`src/cpr_pkg.sv`:
```
`default_nettype none
package cpr_pkg;

  localparam int ENTRIES          = 16;
  localparam int PAGE_NUMBER_BITS = 20;
  localparam int SLOT_BITS        = 4;
  localparam int STATUS_BITS      = 3;
  localparam int LIMIT_BITS       = 5;
  localparam int CFG_ADDR_BITS    = 3;
  localparam int CFG_DATA_BITS    = 32;

  localparam logic [LIMIT_BITS-1:0] LIMIT_RESET = 5'd16;

  localparam logic [STATUS_BITS-1:0] ST_HIT      = 3'd0;
  localparam logic [STATUS_BITS-1:0] ST_MISS     = 3'd1;
  localparam logic [STATUS_BITS-1:0] ST_PLACED   = 3'd2;
  localparam logic [STATUS_BITS-1:0] ST_REPLACED = 3'd3;
  localparam logic [STATUS_BITS-1:0] ST_RESIDENT = 3'd4;

  localparam logic CFG_POLICY   = 1'b0;
  localparam logic CFG_WS_LIMIT = 1'b1;

  localparam logic POLICY_CLOCK  = 1'b0;
  localparam logic POLICY_MCLOCK = 1'b1;

  localparam logic FUNC_ACCESS = 1'b0;
  localparam logic FUNC_FAULT  = 1'b1;

  typedef struct packed {
    logic                        func;
    logic [PAGE_NUMBER_BITS-1:0] page_number;
    logic                        is_write;
  } in_word_t;

  typedef struct packed {
    logic [STATUS_BITS-1:0]      status;
    logic [SLOT_BITS-1:0]        slot;
    logic [PAGE_NUMBER_BITS-1:0] victim_page;
    logic                        victim_dirty;
  } out_word_t;

  typedef enum logic [4:0] {
    DP_NOP,
    DP_LOAD,
    DP_LK_RD,
    DP_LK_NEXT,
    DP_HIT_ACC,
    DP_MISS_ACC,
    DP_RES_FAULT,
    DP_PLACE,
    DP_REPL_INIT,
    DP_PC_STEP,
    DP_V_RD,
    DP_PC_FIN,
    DP_MC_STEP,
    DP_MC_NEXTPASS,
    DP_MC_FALLBACK,
    DP_MC_CAP,
    DP_CP_RD,
    DP_CP_WR,
    DP_MC_FIN
  } dp_op_t;

  typedef enum logic [3:0] {
    S_IDLE,
    S_LK_RD,
    S_LK_CMP,
    S_MISS,
    S_PC_SCAN,
    S_PC_FIN,
    S_MC_SCAN,
    S_MC_VRD,
    S_MC_CAP,
    S_CP_RD,
    S_CP_WR,
    S_MC_FIN
  } ctl_state_t;

  typedef struct packed {
    logic n_zero;
    logic func;
    logic lk_match;
    logic lk_last;
    logic n_lt_lim;
    logic used_cur;
    logic mc_match;
    logic k_last;
    logic pass_last;
    logic cp_more;
    logic cp_more2;
  } dp_stat_t;

endpackage
`default_nettype wire

```
`src/clock_page_replacement.sv`:
```
`default_nettype none
// Lookup: each resident entry is read and then compared in turn; an access or resident fault
//   strobes its result at the matching slot, a miss or placement once every entry is compared.
// A plain clock replacement clears and skips each used page from the hand; modified clock scans
//   in passes from the hand, then shifts every entry behind the victim down one slot.
// Flow: one word at a time; busy drops as the result strobes.
// Reset: synchronous rst_n empties the working set, clears marks and hand, policy 0, limit 16.
module clock_page_replacement #(
  parameter int ENTRIES = cpr_pkg::ENTRIES
) (
  input  wire logic                               clk,
  input  wire logic                               rst_n,
  input  wire logic                               start,
  output logic                                    busy,
  input  wire cpr_pkg::in_word_t                  in_word,
  output logic                                    out_valid,
  output cpr_pkg::out_word_t                      out_word,
  input  wire logic                               psel,
  input  wire logic                               penable,
  input  wire logic                               pwrite,
  input  wire logic [cpr_pkg::CFG_ADDR_BITS-1:0]  paddr,
  input  wire logic [cpr_pkg::CFG_DATA_BITS-1:0]  pwdata,
  output logic [cpr_pkg::CFG_DATA_BITS-1:0]       prdata,
  output logic                                    pready
);

  logic                             policy_r;
  logic [cpr_pkg::LIMIT_BITS-1:0]   ws_limit_r;
  logic                             cfg_wr;
  logic                             cfg_sel;
  cpr_pkg::dp_op_t                  op;
  cpr_pkg::dp_stat_t                stat;

  assign pready  = 1'b1;
  assign cfg_sel = paddr[2];
  assign cfg_wr  = psel && penable && pwrite && pready;

  always_ff @(posedge clk) begin
    if (!rst_n) begin
      policy_r   <= cpr_pkg::POLICY_CLOCK;
      ws_limit_r <= cpr_pkg::LIMIT_RESET;
    end else if (cfg_wr) begin
      case (cfg_sel)
        cpr_pkg::CFG_POLICY: begin
          policy_r <= pwdata[0];
        end
        cpr_pkg::CFG_WS_LIMIT: begin
          ws_limit_r <= pwdata[cpr_pkg::LIMIT_BITS-1:0];
        end
        default: begin
          policy_r <= policy_r;
        end
      endcase
    end
  end

  always_comb begin
    case (cfg_sel)
      cpr_pkg::CFG_POLICY: begin
        prdata = cpr_pkg::CFG_DATA_BITS'(policy_r);
      end
      default: begin
        prdata = cpr_pkg::CFG_DATA_BITS'(ws_limit_r);
      end
    endcase
  end

  cpr_ctrl u_ctrl (
    .clk    (clk),
    .rst_n  (rst_n),
    .start  (start),
    .policy (policy_r),
    .stat   (stat),
    .op     (op),
    .busy   (busy)
  );

  cpr_datapath #(
    .ENTRIES (ENTRIES)
  ) u_datapath (
    .clk       (clk),
    .rst_n     (rst_n),
    .in_word   (in_word),
    .ws_limit  (ws_limit_r),
    .op        (op),
    .stat      (stat),
    .out_valid (out_valid),
    .out_word  (out_word)
  );

endmodule
`default_nettype wire

```
`src/cpr_datapath.sv`:
```
`default_nettype none
module cpr_datapath #(
  parameter int ENTRIES = cpr_pkg::ENTRIES
) (
  input  wire logic                            clk,
  input  wire logic                            rst_n,
  input  wire cpr_pkg::in_word_t               in_word,
  input  wire logic [cpr_pkg::LIMIT_BITS-1:0]  ws_limit,
  input  wire cpr_pkg::dp_op_t                 op,
  output cpr_pkg::dp_stat_t                    stat,
  output logic                                 out_valid,
  output cpr_pkg::out_word_t                   out_word
);

  localparam int IW = (ENTRIES > 1) ? $clog2(ENTRIES) : 1;
  localparam int CW = $clog2(ENTRIES + 1);
  localparam int LW = (CW > cpr_pkg::LIMIT_BITS) ? CW : cpr_pkg::LIMIT_BITS;
  localparam int PB = cpr_pkg::PAGE_NUMBER_BITS;

  cpr_pkg::in_word_t  item_r;
  cpr_pkg::out_word_t out_word_r;
  logic               out_valid_r;

  logic [PB-1:0]      tag_mem [ENTRIES];
  logic [PB-1:0]      mem_q_r;
  logic [ENTRIES-1:0] used_r;
  logic [ENTRIES-1:0] dirty_r;
  logic [CW-1:0]      n_r;
  logic [IW-1:0]      hand_r;
  logic               hv_r;
  logic [IW-1:0]      ptr_r;
  logic [IW-1:0]      start_r;
  logic [IW-1:0]      k_r;
  logic [1:0]         pass_r;
  logic [IW-1:0]      vic_r;
  logic [PB-1:0]      vpage_r;
  logic               vdirty_r;

  logic [CW:0]   ptr_w;
  logic [CW:0]   n_w;
  logic [CW:0]   ptr_inc;
  logic [IW-1:0] ptr_wrap;
  logic [IW-1:0] nm1;
  logic [LW-1:0] lim;
  logic [IW-1:0] start_sel;
  logic [IW-1:0] rd_idx;
  logic          used_cur;
  logic          dirty_cur;
  logic          mc_match;
  logic          mc_clr;
  logic          emit;
  logic          mem_we;
  logic [IW-1:0] mem_wa;
  logic [PB-1:0] mem_wd;

  function automatic logic [cpr_pkg::SLOT_BITS-1:0] to_slot(input logic [IW-1:0] x);
    logic [IW+cpr_pkg::SLOT_BITS-1:0] e;
    e = (IW + cpr_pkg::SLOT_BITS)'(x);
    return e[cpr_pkg::SLOT_BITS-1:0];
  endfunction

  always_comb begin
    ptr_w    = (CW + 1)'(ptr_r);
    n_w      = (CW + 1)'(n_r);
    ptr_inc  = ptr_w + 1'b1;
    ptr_wrap = (ptr_inc == n_w) ? '0 : IW'(ptr_inc);
    nm1      = IW'(n_w - 1'b1);
    if (ws_limit == '0) begin
      lim = LW'(1);
    end else if (LW'(ws_limit) > LW'(ENTRIES)) begin
      lim = LW'(ENTRIES);
    end else begin
      lim = LW'(ws_limit);
    end
    start_sel = (hv_r && ((CW + 1)'(hand_r) < n_w)) ? hand_r : '0;
    rd_idx    = (op == cpr_pkg::DP_CP_RD || op == cpr_pkg::DP_CP_WR) ? IW'(ptr_inc) : ptr_r;
    used_cur  = used_r[ptr_r];
    dirty_cur = dirty_r[ptr_r];
    case (pass_r)
      2'd0: begin
        mc_match = !used_cur && !dirty_cur;
        mc_clr   = used_cur && !dirty_cur;
      end
      2'd1: begin
        mc_match = !used_cur && dirty_cur;
        mc_clr   = used_cur && dirty_cur;
      end
      2'd2: begin
        mc_match = !used_cur && !dirty_cur;
        mc_clr   = 1'b0;
      end
      default: begin
        mc_match = !used_cur;
        mc_clr   = 1'b0;
      end
    endcase
    emit = (op == cpr_pkg::DP_HIT_ACC) || (op == cpr_pkg::DP_MISS_ACC) ||
           (op == cpr_pkg::DP_RES_FAULT) || (op == cpr_pkg::DP_PLACE) ||
           (op == cpr_pkg::DP_PC_FIN) || (op == cpr_pkg::DP_MC_FIN);
    mem_we = 1'b0;
    mem_wa = ptr_r;
    mem_wd = item_r.page_number;
    case (op)
      cpr_pkg::DP_PLACE: begin
        mem_we = 1'b1;
        mem_wa = IW'(n_r);
      end
      cpr_pkg::DP_PC_FIN: begin
        mem_we = 1'b1;
      end
      cpr_pkg::DP_CP_WR: begin
        mem_we = 1'b1;
        mem_wd = mem_q_r;
      end
      cpr_pkg::DP_MC_FIN: begin
        mem_we = 1'b1;
        mem_wa = nm1;
      end
      default: begin
        mem_we = 1'b0;
      end
    endcase
    stat.n_zero    = (n_r == '0);
    stat.func      = item_r.func;
    stat.lk_match  = (mem_q_r == item_r.page_number);
    stat.lk_last   = (ptr_inc == n_w);
    stat.n_lt_lim  = (LW'(n_r) < lim);
    stat.used_cur  = used_cur;
    stat.mc_match  = mc_match;
    stat.k_last    = (((CW + 1)'(k_r) + 1'b1) == n_w);
    stat.pass_last = (pass_r == 2'd3);
    stat.cp_more   = (ptr_inc < n_w);
    stat.cp_more2  = ((ptr_w + 2'd2) < n_w);
  end

  always_ff @(posedge clk) begin
    if (mem_we) begin
      tag_mem[mem_wa] <= mem_wd;
    end
    mem_q_r <= tag_mem[rd_idx];
  end

  always_ff @(posedge clk) begin
    case (op)
      cpr_pkg::DP_LOAD: begin
        item_r <= in_word;
      end
      cpr_pkg::DP_HIT_ACC: begin
        out_word_r <= '{cpr_pkg::ST_HIT, to_slot(ptr_r), '0, 1'b0};
      end
      cpr_pkg::DP_MISS_ACC: begin
        out_word_r <= '{cpr_pkg::ST_MISS, '0, '0, 1'b0};
      end
      cpr_pkg::DP_RES_FAULT: begin
        out_word_r <= '{cpr_pkg::ST_RESIDENT, to_slot(ptr_r), '0, 1'b0};
      end
      cpr_pkg::DP_PLACE: begin
        out_word_r <= '{cpr_pkg::ST_PLACED, to_slot(IW'(n_r)), '0, 1'b0};
      end
      cpr_pkg::DP_PC_FIN: begin
        out_word_r <= '{cpr_pkg::ST_REPLACED, to_slot(ptr_r), mem_q_r, dirty_cur};
      end
      cpr_pkg::DP_MC_CAP: begin
        vpage_r  <= mem_q_r;
        vdirty_r <= dirty_cur;
      end
      cpr_pkg::DP_MC_FIN: begin
        out_word_r <= '{cpr_pkg::ST_REPLACED, to_slot(nm1), vpage_r, vdirty_r};
      end
      default: begin
        out_word_r <= out_word_r;
      end
    endcase
  end

  always_ff @(posedge clk) begin
    if (!rst_n) begin
      used_r      <= '0;
      dirty_r     <= '0;
      n_r         <= '0;
      hand_r      <= '0;
      hv_r        <= 1'b0;
      ptr_r       <= '0;
      start_r     <= '0;
      k_r         <= '0;
      pass_r      <= '0;
      vic_r       <= '0;
      out_valid_r <= 1'b0;
    end else begin
      out_valid_r <= emit;
      case (op)
        cpr_pkg::DP_LOAD: begin
          ptr_r <= '0;
        end
        cpr_pkg::DP_LK_NEXT: begin
          ptr_r <= IW'(ptr_inc);
        end
        cpr_pkg::DP_HIT_ACC: begin
          used_r[ptr_r] <= 1'b1;
          if (item_r.is_write) begin
            dirty_r[ptr_r] <= 1'b1;
          end
        end
        cpr_pkg::DP_PLACE: begin
          used_r[IW'(n_r)]  <= 1'b0;
          dirty_r[IW'(n_r)] <= 1'b0;
          n_r               <= CW'(n_w + 1'b1);
          hv_r              <= (LW'(n_w + 1'b1) == lim);
          hand_r            <= '0;
        end
        cpr_pkg::DP_REPL_INIT: begin
          ptr_r   <= start_sel;
          start_r <= start_sel;
          k_r     <= '0;
          pass_r  <= '0;
        end
        cpr_pkg::DP_PC_STEP: begin
          used_r[ptr_r] <= 1'b0;
          ptr_r         <= ptr_wrap;
        end
        cpr_pkg::DP_PC_FIN: begin
          used_r[ptr_r]  <= 1'b0;
          dirty_r[ptr_r] <= 1'b0;
          hand_r         <= ptr_wrap;
          hv_r           <= 1'b1;
        end
        cpr_pkg::DP_MC_STEP: begin
          if (mc_clr) begin
            used_r[ptr_r] <= 1'b0;
          end
          ptr_r <= ptr_wrap;
          k_r   <= k_r + 1'b1;
        end
        cpr_pkg::DP_MC_NEXTPASS: begin
          if (mc_clr) begin
            used_r[ptr_r] <= 1'b0;
          end
          ptr_r  <= start_r;
          k_r    <= '0;
          pass_r <= pass_r + 1'b1;
        end
        cpr_pkg::DP_MC_FALLBACK: begin
          ptr_r <= start_r;
        end
        cpr_pkg::DP_MC_CAP: begin
          vic_r <= ptr_r;
        end
        cpr_pkg::DP_CP_WR: begin
          used_r[ptr_r]  <= used_r[IW'(ptr_inc)];
          dirty_r[ptr_r] <= dirty_r[IW'(ptr_inc)];
          ptr_r          <= IW'(ptr_inc);
        end
        cpr_pkg::DP_MC_FIN: begin
          used_r[nm1]  <= 1'b0;
          dirty_r[nm1] <= 1'b0;
          hand_r       <= (((CW + 1)'(vic_r) + 1'b1) < n_w) ? vic_r : '0;
          hv_r         <= 1'b1;
        end
        default: begin
          ptr_r <= ptr_r;
        end
      endcase
    end
  end

  assign out_valid = out_valid_r;
  assign out_word  = out_word_r;

`ifndef NO_ASSERTIONS
  a_count_bound: assert property (@(posedge clk) disable iff (!rst_n)
    (n_r <= CW'(ENTRIES)))
    else $error("resident count above capacity");

  a_place_grows: assert property (@(posedge clk) disable iff (!rst_n)
    (op == cpr_pkg::DP_PLACE) |=> (n_r == CW'($past(n_r) + 1'b1)))
    else $error("placement did not grow the set");

  a_repl_keeps: assert property (@(posedge clk) disable iff (!rst_n)
    (op == cpr_pkg::DP_REPL_INIT) |=> $stable(n_r))
    else $error("replacement changed the resident count");

  a_repl_hand: assert property (@(posedge clk) disable iff (!rst_n)
    (out_valid_r && out_word_r.status == cpr_pkg::ST_REPLACED) |-> hv_r)
    else $error("hand not valid after replacement");

  a_compact_range: assert property (@(posedge clk) disable iff (!rst_n)
    (op == cpr_pkg::DP_CP_WR) |-> (ptr_inc < n_w))
    else $error("compaction past the resident count");
`endif

endmodule
`default_nettype wire

```
`src/cpr_ctrl.sv`:
```
`default_nettype none
module cpr_ctrl (
  input  wire logic              clk,
  input  wire logic              rst_n,
  input  wire logic              start,
  input  wire logic              policy,
  input  wire cpr_pkg::dp_stat_t stat,
  output cpr_pkg::dp_op_t        op,
  output logic                   busy
);

  cpr_pkg::ctl_state_t state_r;
  cpr_pkg::ctl_state_t state_nxt;

  always_ff @(posedge clk) begin
    if (!rst_n) begin
      state_r <= cpr_pkg::S_IDLE;
    end else begin
      state_r <= state_nxt;
    end
  end

  always_comb begin
    state_nxt = state_r;
    op        = cpr_pkg::DP_NOP;
    busy      = (state_r != cpr_pkg::S_IDLE);
    case (state_r)
      cpr_pkg::S_IDLE: begin
        if (start) begin
          op        = cpr_pkg::DP_LOAD;
          state_nxt = stat.n_zero ? cpr_pkg::S_MISS : cpr_pkg::S_LK_RD;
        end
      end
      cpr_pkg::S_LK_RD: begin
        op        = cpr_pkg::DP_LK_RD;
        state_nxt = cpr_pkg::S_LK_CMP;
      end
      cpr_pkg::S_LK_CMP: begin
        if (stat.lk_match) begin
          op        = (stat.func == cpr_pkg::FUNC_FAULT) ? cpr_pkg::DP_RES_FAULT
                                                         : cpr_pkg::DP_HIT_ACC;
          state_nxt = cpr_pkg::S_IDLE;
        end else if (stat.lk_last) begin
          state_nxt = cpr_pkg::S_MISS;
        end else begin
          op        = cpr_pkg::DP_LK_NEXT;
          state_nxt = cpr_pkg::S_LK_RD;
        end
      end
      cpr_pkg::S_MISS: begin
        if (stat.func == cpr_pkg::FUNC_ACCESS) begin
          op        = cpr_pkg::DP_MISS_ACC;
          state_nxt = cpr_pkg::S_IDLE;
        end else if (stat.n_lt_lim) begin
          op        = cpr_pkg::DP_PLACE;
          state_nxt = cpr_pkg::S_IDLE;
        end else begin
          op        = cpr_pkg::DP_REPL_INIT;
          state_nxt = (policy == cpr_pkg::POLICY_MCLOCK) ? cpr_pkg::S_MC_SCAN
                                                         : cpr_pkg::S_PC_SCAN;
        end
      end
      cpr_pkg::S_PC_SCAN: begin
        if (stat.used_cur) begin
          op = cpr_pkg::DP_PC_STEP;
        end else begin
          op        = cpr_pkg::DP_V_RD;
          state_nxt = cpr_pkg::S_PC_FIN;
        end
      end
      cpr_pkg::S_PC_FIN: begin
        op        = cpr_pkg::DP_PC_FIN;
        state_nxt = cpr_pkg::S_IDLE;
      end
      cpr_pkg::S_MC_SCAN: begin
        if (stat.mc_match) begin
          op        = cpr_pkg::DP_V_RD;
          state_nxt = cpr_pkg::S_MC_CAP;
        end else if (!stat.k_last) begin
          op = cpr_pkg::DP_MC_STEP;
        end else if (!stat.pass_last) begin
          op = cpr_pkg::DP_MC_NEXTPASS;
        end else begin
          op        = cpr_pkg::DP_MC_FALLBACK;
          state_nxt = cpr_pkg::S_MC_VRD;
        end
      end
      cpr_pkg::S_MC_VRD: begin
        op        = cpr_pkg::DP_V_RD;
        state_nxt = cpr_pkg::S_MC_CAP;
      end
      cpr_pkg::S_MC_CAP: begin
        op        = cpr_pkg::DP_MC_CAP;
        state_nxt = stat.cp_more ? cpr_pkg::S_CP_RD : cpr_pkg::S_MC_FIN;
      end
      cpr_pkg::S_CP_RD: begin
        op        = cpr_pkg::DP_CP_RD;
        state_nxt = cpr_pkg::S_CP_WR;
      end
      cpr_pkg::S_CP_WR: begin
        op        = cpr_pkg::DP_CP_WR;
        state_nxt = stat.cp_more2 ? cpr_pkg::S_CP_RD : cpr_pkg::S_MC_FIN;
      end
      cpr_pkg::S_MC_FIN: begin
        op        = cpr_pkg::DP_MC_FIN;
        state_nxt = cpr_pkg::S_IDLE;
      end
      default: begin
        state_nxt = cpr_pkg::S_IDLE;
      end
    endcase
  end

`ifndef NO_ASSERTIONS
  a_accept_busy: assert property (@(posedge clk) disable iff (!rst_n)
    (start && !busy) |=> busy)
    else $error("accepted word did not make the block busy");

  a_load_idle: assert property (@(posedge clk) disable iff (!rst_n)
    (op == cpr_pkg::DP_LOAD) |-> (state_r == cpr_pkg::S_IDLE))
    else $error("word loaded while busy");

  a_finish_idle: assert property (@(posedge clk) disable iff (!rst_n)
    (op == cpr_pkg::DP_MC_FIN || op == cpr_pkg::DP_PC_FIN) |=> !busy)
    else $error("replacement did not return to idle");
`endif

endmodule
`default_nettype wire
```
`config.mk`:
```
export PLATFORM = sky130hd
export DESIGN_NAME = clock_page_replacement
export DESIGN_NICKNAME = d
export VERILOG_FILES = /design/src/cpr_pkg.sv /design/src/clock_page_replacement.sv /design/src/cpr_datapath.sv /design/src/cpr_ctrl.sv
export SDC_FILE = /design/constraint.sdc
export NUM_CORES = 1
export LEC_CHECK = 0
export BUFFER_PORTS_ARGS = -buffer_cell sky130_fd_sc_hd__buf_4
export CORE_MARGIN = 8
export CORE_UTILIZATION = 45
export CTS_BUF_LIST = sky130_fd_sc_hd__clkbuf_4
export DETAILED_ROUTE_END_ITERATION = 10
export SLEW_MARGIN = 20
export SYNTH_ARGS = -nofsm -noshare
export SYNTH_HDL_FRONTEND = slang
export SYNTH_SLANG_ARGS = --single-unit
```
`constraint.sdc`:
```
create_clock -name clk -period 6.3 [get_ports clk]
set_clock_uncertainty 0.1 [all_clocks]
set_input_delay 0.945 -clock clk [delete_from_list [all_inputs] [get_ports clk]]
set_output_delay 0.945 -clock clk [all_outputs]
set_load 0.05 [all_outputs]
```
== Word level (Yosys, flattened, before mapping) ==
Memory sizes are Yosys's and may differ from the RTL's. A register that Yosys moved wholly into a read port is not among the register bits.
Cells that the tools add are included.
Widths: inputs -> output; s select.

* Register bits after elaboration: 142
* Memories kept: 1
* Input port bits: 63
* Output and inout port bits: 63
* Logic and storage cells: 207
* Bits in writable memories: 320

* Magnitude comparators: 13
* $add $sub $neg: 8
* Reduce and logical (&&, ||, !) cells: 45
* Multiplexer cells: 65
* Eq/ne operators: 40
* Bitwise gates (word level): 12

{| class="wikitable"
|+ Memories
! name !! depth !! width !! read ports !! clocked after Yosys merged registers in !! wr ports !! RTL line !! source
|-
| u_datapath.tag_mem || 16 || 20 || 1 || 1 || 1 || cpr_datapath.sv:24 || <nowiki>logic [PB-1:0] tag_mem [ENTRIES];</nowiki>
|}

{| class="wikitable"
|+ Operators by type and width
! kind !! number
|-
| $pmux 28 s6 || 1
|-
| $and 16x16->16 || 6
|-
| $pmux 16 s6 || 1
|-
| $pmux 16 s5 || 1
|-
| $pmux 5 s12 || 1
|-
| $mux 4 || 13
|-
| $not 16->16 || 3
|-
| $pmux 4 s10 || 1
|-
| $eq 5x4->1 const B || 7
|-
| $mux 5 || 7
|-
| $bwmux 16 || 2
|-
| $mux 16 || 2
|-
| $or 16x16->16 || 2
|-
| $eq 20x20->1 || 1
|-
| $eq 5x3->1 const B || 4
|-
| $lt 4x5->1 const B || 4
|-
| $lt 5x5->1 || 4
|-
| $mux 20 || 1
|-
| $pmux 4 s5 || 1
|-
| $mux 2 || 9
|-
| $bmux 1 s4 || 4
|-
| $eq 4x3->1 const B || 4
|-
| $eq 4x4->1 const B || 4
|-
| $pmux 4 s2 || 2
|-
| 41 further kinds || 98
|}

== Longest topological paths before layout ==
* Depth after elaboration: 13
* Gate-level depth with buffers: 18

== Modules after synthesis ==
Synthesis repeated with hierarchy kept, for this count alone.

* Cell total of the unflattened synthesis: 1420
* Area, all modules: 21416.8 µm²

{| class="wikitable"
|+ By module, submodules not included
! module !! area each (µm²) !! cells an instance !! times used !! sequential area each (µm²)
|-
| cpr_datapath || 20342.0 || 1278 || 1 || 13362.8
|-
| cpr_ctrl || 555.5 || 80 || 1 || 80.1
|-
| clock_page_replacement || 519.2 || 62 || 1 || 120.1
|}

== Worst setup path after synthesis ==
No wires, ideal clock.

* Kind: flip-flop to flip-flop
* Start: register u_datapath.ptr_r[1]
* End: memory u_datapath.tag_mem[12][0] (netlist bit), enable pin
* Library setup time: 0.397 ns
* Data arrival time: 4.937 ns
* Slack: 0.866 ns
* Cell stages (with the launch flop): 17
* Buffers on the path: 5
* Cell sequence: dfxtp_1 -> buf_6 -> buf_4 -> buf_1 -> clkbuf_1 -> inv_1 -> ha_1 -> ha_1 -> nand4_1 -> nor2_1 -> inv_1 -> a311oi_1 -> a22o_1 -> clkbuf_1 -> a21oi_1 -> or3_1 -> nor2_1

* Cells in the longest elaborated chain, start to end: 12
* Elaborated cells between the ends (all ways): 25
* Classes of those cells: add/sub (1); eq/ne (5); mux (14); reduce/logical (5)

{| class="wikitable"
|+ RTL lines
! what !! RTL line !! source
|-
| start, declared || cpr_datapath.sv:31 || <nowiki>logic [IW-1:0] ptr_r;</nowiki>
|-
| start signal, assigned || cpr_datapath.sv:196 || <nowiki>ptr_r <= IW'(ptr_inc);</nowiki>
|-
| start signal, assigned || cpr_datapath.sv:212 || <nowiki>ptr_r <= start_sel;</nowiki>
|-
| start signal, assigned || cpr_datapath.sv:219 || <nowiki>ptr_r <= ptr_wrap;</nowiki>
|-
| $bmux 1 s4 (on tied branches) || cpr_datapath.sv:77, cpr_datapath.sv:78 ||
|-
| $mux 1 (on tied branches) || cpr_datapath.sv:77, cpr_datapath.sv:78 ||
|-
| $logic_not 1->1 (on tied branches) || - ||
|-
| $logic_and 1x1->1 (on tied branches) || cpr_datapath.sv:81, cpr_datapath.sv:89, cpr_datapath.sv:85 ||
|-
| $pmux 1 s2 || cpr_datapath.sv:79 || <nowiki>case (pass_r)</nowiki>
|-
| $mux 5 || cpr_ctrl.sv:76 || <nowiki>if (stat.mc_match) begin</nowiki>
|-
| $pmux 5 s12 || cpr_ctrl.sv:27 || <nowiki>case (state_r)</nowiki>
|-
| $eq 5x5->1 (tied with other cells) || cpr_datapath.sv:103 || <nowiki>case (op)</nowiki>
|-
| $reduce_or 4->1 (no source line) || - ||
|-
| $mux 1 || cpr_datapath.sv:103 ||
|-
| $mux 1 || cpr_datapath.sv:137 || <nowiki>if (mem_we) begin</nowiki>
|-
| $mux 1 (implied by the code) || cpr_datapath.sv:138 || <nowiki>tag_mem[mem_wa] <= mem_wd;</nowiki>
|-
| end, declared || cpr_datapath.sv:24 ||
|}

Several ways; a longest one is shown, not always the timed one. The select of a mux whose other input is x is not followed.

== Worst setup path after layout ==
* Start: register u_datapath.ptr_r[1]
* End: register u_datapath.mem_q_r[2], read port of u_datapath.tag_mem

* Cells in the longest elaborated chain, start to end: 10
* Elaborated cells between the ends (all ways): 20
* Classes of those cells: add/sub (1); eq/ne (3); mux (11); reduce/logical (5)

{| class="wikitable"
|+ RTL lines
! what !! RTL line !! source
|-
| $bmux 1 s4 (on tied branches) || cpr_datapath.sv:77, cpr_datapath.sv:78 ||
|-
| $mux 1 (on tied branches) || cpr_datapath.sv:77, cpr_datapath.sv:78 ||
|-
| $logic_not 1->1 (on tied branches) || - ||
|-
| $logic_and 1x1->1 (on tied branches) || cpr_datapath.sv:81, cpr_datapath.sv:89, cpr_datapath.sv:85 ||
|-
| $pmux 1 s2 || cpr_datapath.sv:79 ||
|-
| $mux 5 || cpr_ctrl.sv:76 ||
|-
| $pmux 5 s12 || cpr_ctrl.sv:27 ||
|-
| $eq 5x5->1 || cpr_datapath.sv:76 || <nowiki>rd_idx = (op == cpr_pkg::DP_CP_RD || op == cpr_pkg::DP_CP_WR) ? IW'(ptr_inc) : ptr_r;</nowiki>
|-
| $logic_or 1x1->1 || cpr_datapath.sv:76 ||
|-
| $mux 4 * || cpr_datapath.sv:76 ||
|-
| end, declared || cpr_datapath.sv:25 || <nowiki>logic [PB-1:0] mem_q_r;</nowiki>
|}

Every way passes the cells marked *; elsewhere a longest branch is shown, timed or not. The select of a mux whose other input is x is not followed.
A chain may end at the register's enable or synchronous reset.

==> key figures <==
Route
  – Drt wl/cell: 25.3 um
  – DRT Pass-1 Iters: 6
  – Vias per cell: slightly above 6
  – Final WL: 68500 um
  – Drt drc: 0
  – Antenna Nets Post-Route: 0
  – Vias: 16454
  – Initial DRC Count: between 1500 and 2000

Placement
  – # port buffers: 68
  – Placed cells: between 2000 and 2500
  – Placer congestion estimate: 0.887
  – DP HPWL: 43100 um

GRT
  – Largest net degree at the start of global routing: 64
  – GRT overflow: 0
  – Total GRT Usage: 0.224
  – First-pass GRT wire length: ~100000 um
  – Initial antenna violation count: 2
  – Vias in the first global route: 16578

Floorplan
  – Rows: 85
  – Die boundary width: approximately 250 um
  – I/O Pins: 126
  – Initial Utilization: 0.453
  – Die Area: 0.0617 mm2
  – Die height: 248 um
  – Core area: 0.0536 mm2

STA
  – Peak Freq: about 190 MHz
  – Setup Viol. Count Final: 0
  – Minimum clock period after layout: 5270 ps
  – Final period util: 0.837
  – Hold Vio Cnt, Final: 0
  – Setup_tns: 0 ps
  – Unrepaired setup endpoints after global routing: false
  – Pins Over Slew Limit: 0
  – Worst rel slew slack: 0.209
  – Worst-Margin Slew: roughly 1200 ps

Yosys
  – FFs w/ async S/R, synth: 0
  – Dominant synthesized flop cell: edfxtp_1
  – Number of synthesized register bits: around 480
  – Register area share after synthesis: 0.558
  – Yosys top cell by area: edfxtp_1
  – Post-synth EDFFs: a little under 400
  – Synth Warn #: 0
  – Cell Area, Synth: 0.0243 mm2
  – Top post-synthesis cells by area: edfxtp_1 (48%), mux4_2 (16%), dfxtp_1 (7.5%)
  – Yosys cell types: 76
  – Syn avg cell area: 13.7 um2
  – Syn Inst Count: 1776
  – Synth top area share: 0.483

Worst hold path
  – Hold WC Path Type: input port to flop
  – Min-Delay Startpoint: in_word[8]
  – Hold Path End: u_datapath.item_r[8]$_DFFE_PP_
  – Hold depth: 1

Worst setup path
  – R2r setup slk: 1030 ps
  – Crit end category: flop
  – Setup CP Type: flop to flop
  – Crit path max fanout: 26
  – R2r startpoint: u_datapath.ptr_r[1]$_SDFFE_PN0P_
  – FF-to-FF End: u_datapath.mem_q_r[2]$_DFF_P_
  – Worst Reg-to-Reg Cells: 16
  – Worst setup path startpoint: u_datapath.ptr_r[1]$_SDFFE_PN0P_
  – WP data arrival: between 5000 and 6000 ps
  – Crit start category: flop
  – Req. time, crit path: 7000 ps

Clocking
  – CTS root buf: clkbuf_4
  – H-tree depth: 4
  – Worst-case clock buffer depth: 3
  – CTS clk-pin slew, worst paths: 70 ps
  – Setup bufs post-CTS: 0
  – CTS tree: built
  – Clk Latency, worst-skew pair: 950 ps
  – TritonCTS buffer count: between 100 and 150
  – Clock sink total: 482

Pwr
  – VDD IR max: 139 uV
  – Leak pwr: 9.82 nW
  – Final total power: 7.18 mW
  – PwrDens: 263 mW/mm2

Layout
  – Share of cells above drive strength 1: 0.274
  – Fin util: 0.510
  – Nets: 2013
  – Finished Layout Cells: ~2700
  – Layout Area Growth over Synthesis: 12.5%

Outcome
  – Run status: completed

Flow run
  – Max-cap check violation count: 0
## per-layer routing
metal  wire (um)  share of wire  GRT usage
met1       29300           0.43      0.299
met2       31800           0.46      0.350
met3        5640          0.082     0.0544
met4        1780          0.026     0.0904
met5           0              0          0
## final cells by class
| type | instances | area (um2) |
|---|---|---|
| Inverter | 41 | 154 |
| Antenna cell | 3 | 7.51 |
| Multi-Input combinational cell | 1130 | 10100 |
| Fill cell | 4598 | 26300 |
| Clock buffer | 198 | 1490 |
| Clock inverter | 28 | 194 |
| Timing Repair Buffer | 128 | 998 |
| Sequential cell | 482 | 13600 |
| Tap cell | 696 | 871 |
## stage by stage
stage | setup WS [ps] | hold slack, ps | cell area, um2
6_report | 1030 | 101 | 27300
5_1_grt | 689 | 30.9 | 27300
4_1_cts | 1080 | 3.20 | 27300
3_5_place_dp | 1050 | 351 | 25600
3_3_place_gp | 1110 | 346 | 25600
2_1_floorplan | 866 | 337 | 24400
## cells in the mapped netlist, types with 4 or more instances
| master | number |
|---|---|
| a211oi_1 | 10 |
| a21o_1 | 11 |
| a21oi_1 | 112 |
| a221o_1 | 4 |
| a221oi_1 | 5 |
| a222oi_1 | 7 |
| a22o_1 | 26 |
| a22oi_1 | 6 |
| a31oi_1 | 19 |
| and2_1 | 14 |
| and3_1 | 11 |
| buf_1 | 11 |
| buf_2 | 15 |
| buf_4 | 31 |
| clkbuf_1 | 90 |
| dfxtp_1 | 91 |
| edfxtp_1 | 391 |
| ha_1 | 37 |
| inv_1 | 39 |
| mux2_1 | 8 |
| mux2i_1 | 75 |
| mux4_2 | 174 |
| nand2_1 | 153 |
| nand2b_1 | 11 |
| nand3_1 | 42 |
| nand3b_1 | 5 |
| nand4_1 | 5 |
| nor2_1 | 112 |
| nor2b_1 | 11 |
| nor3_1 | 17 |
| nor3b_1 | 4 |
| nor4_1 | 11 |
| o211a_1 | 4 |
| o211ai_1 | 13 |
| o21ai_0 | 34 |
| o21ai_1 | 22 |
| o221a_1 | 9 |
| o22ai_1 | 5 |
| or2_2 | 4 |
| or3_1 | 8 |
| or4_1 | 21 |
| xnor2_1 | 18 |
| xor2_1 | 28 |
## sequential cells by signal, indices dropped and copies added, names as in the netlist, 2 cells and up
signal,cells
u_datapath.n_r,5
u_datapath.item_r,21
u_datapath.hand_r,4
u_datapath.vic_r,4
ws_limit_r,5
u_datapath.start_r,4
u_datapath.ptr_r,4
u_datapath.vpage_r,20
u_datapath.used_r,16
u_datapath.k_r,4
u_ctrl.state_r,4
u_datapath.out_word,28
u_datapath.tag_mem,320
u_datapath.pass_r,2
u_datapath.dirty_r,16
u_datapath.mem_q_r,20
## cell usage in the layout (no fill, tap or decap), types with 13 or more instances in the layout
cell type and n:
a31oi_1 19, buf_4 121, xnor2_1 18, nor2_2 16, nor3_1 16, mux4_2 174, ha_1 36, o21ai_0 34
a21oi_1 112, xor2_1 28, clkinv_1 16, nand3_1 42, inv_1 39, conb_1 28, and2_1 14, clkbuf_4 198
nand2_1 153, or4_1 21, o21ai_1 22, o211ai_1 13, mux2i_1 75, dfxtp_1 89, edfxtp_1 391, nor2_1 96
a22o_1 26
## power breakdown
part	internal [mW]	total, mW	switching (mW)
Sequential	3.51	3.58	0.0700
Clock	1.55	2.85	1.30
Combinational	0.303	0.754	0.451
Total	5.36	7.18	1.82
## logic make-up (layout without fill, tap and decap cells)
logic type               Yosys count  in the layout  share of synthesized area
buffers and inverters            190            395                     0.0355
flip-flops                       482            482                      0.558
other                              2             31                   0.000309
XOR/XNOR                          47             47                     0.0173
adder cells (fa/ha/maj)           37             37                     0.0191
AND/OR/NAND/NOR                  436            436                     0.0840
multiplexers                     260            260                      0.198
AO/OA/AOI/OAI                    322            322                     0.0881
## worst max-delay path: stages (launching register included)
cell,delay [ps]
dfxtp_4,660
ha_1,530
nand2b_1,290
nand2_1,130
ha_1,320
nand4_1,120
nor2_1,110
buf_4,150
inv_1,70
and3_1,200
or3_1,430
o31ai_4,370
buf_4,460
a211o_1,160
buf_4,340
a21oi_1,170
or4_1,520
## worst max path at each step
stage	end	cells after the start
6_report	u_datapath.mem_q_r[2]$_DFF_P_	16
5_1_grt	u_datapath.out_valid$_SDFF_PN0_	17
4_1_cts	u_datapath.out_valid$_SDFF_PN0_	17
3_5_place_dp	u_datapath.out_valid$_SDFF_PN0_	17
3_3_place_gp	u_datapath.mem_q_r[10]$_DFF_P_	16
2_1_floorplan	u_datapath.tag_mem[12][0]$_DFFE_PP_	16
## what timing repair did
action	4_1_cts	5_1_grt
endpoints found under the hold margin	5	0
resized for setup	0	0
hold buffers	5	0
Power figures use the tool's default switching activity.
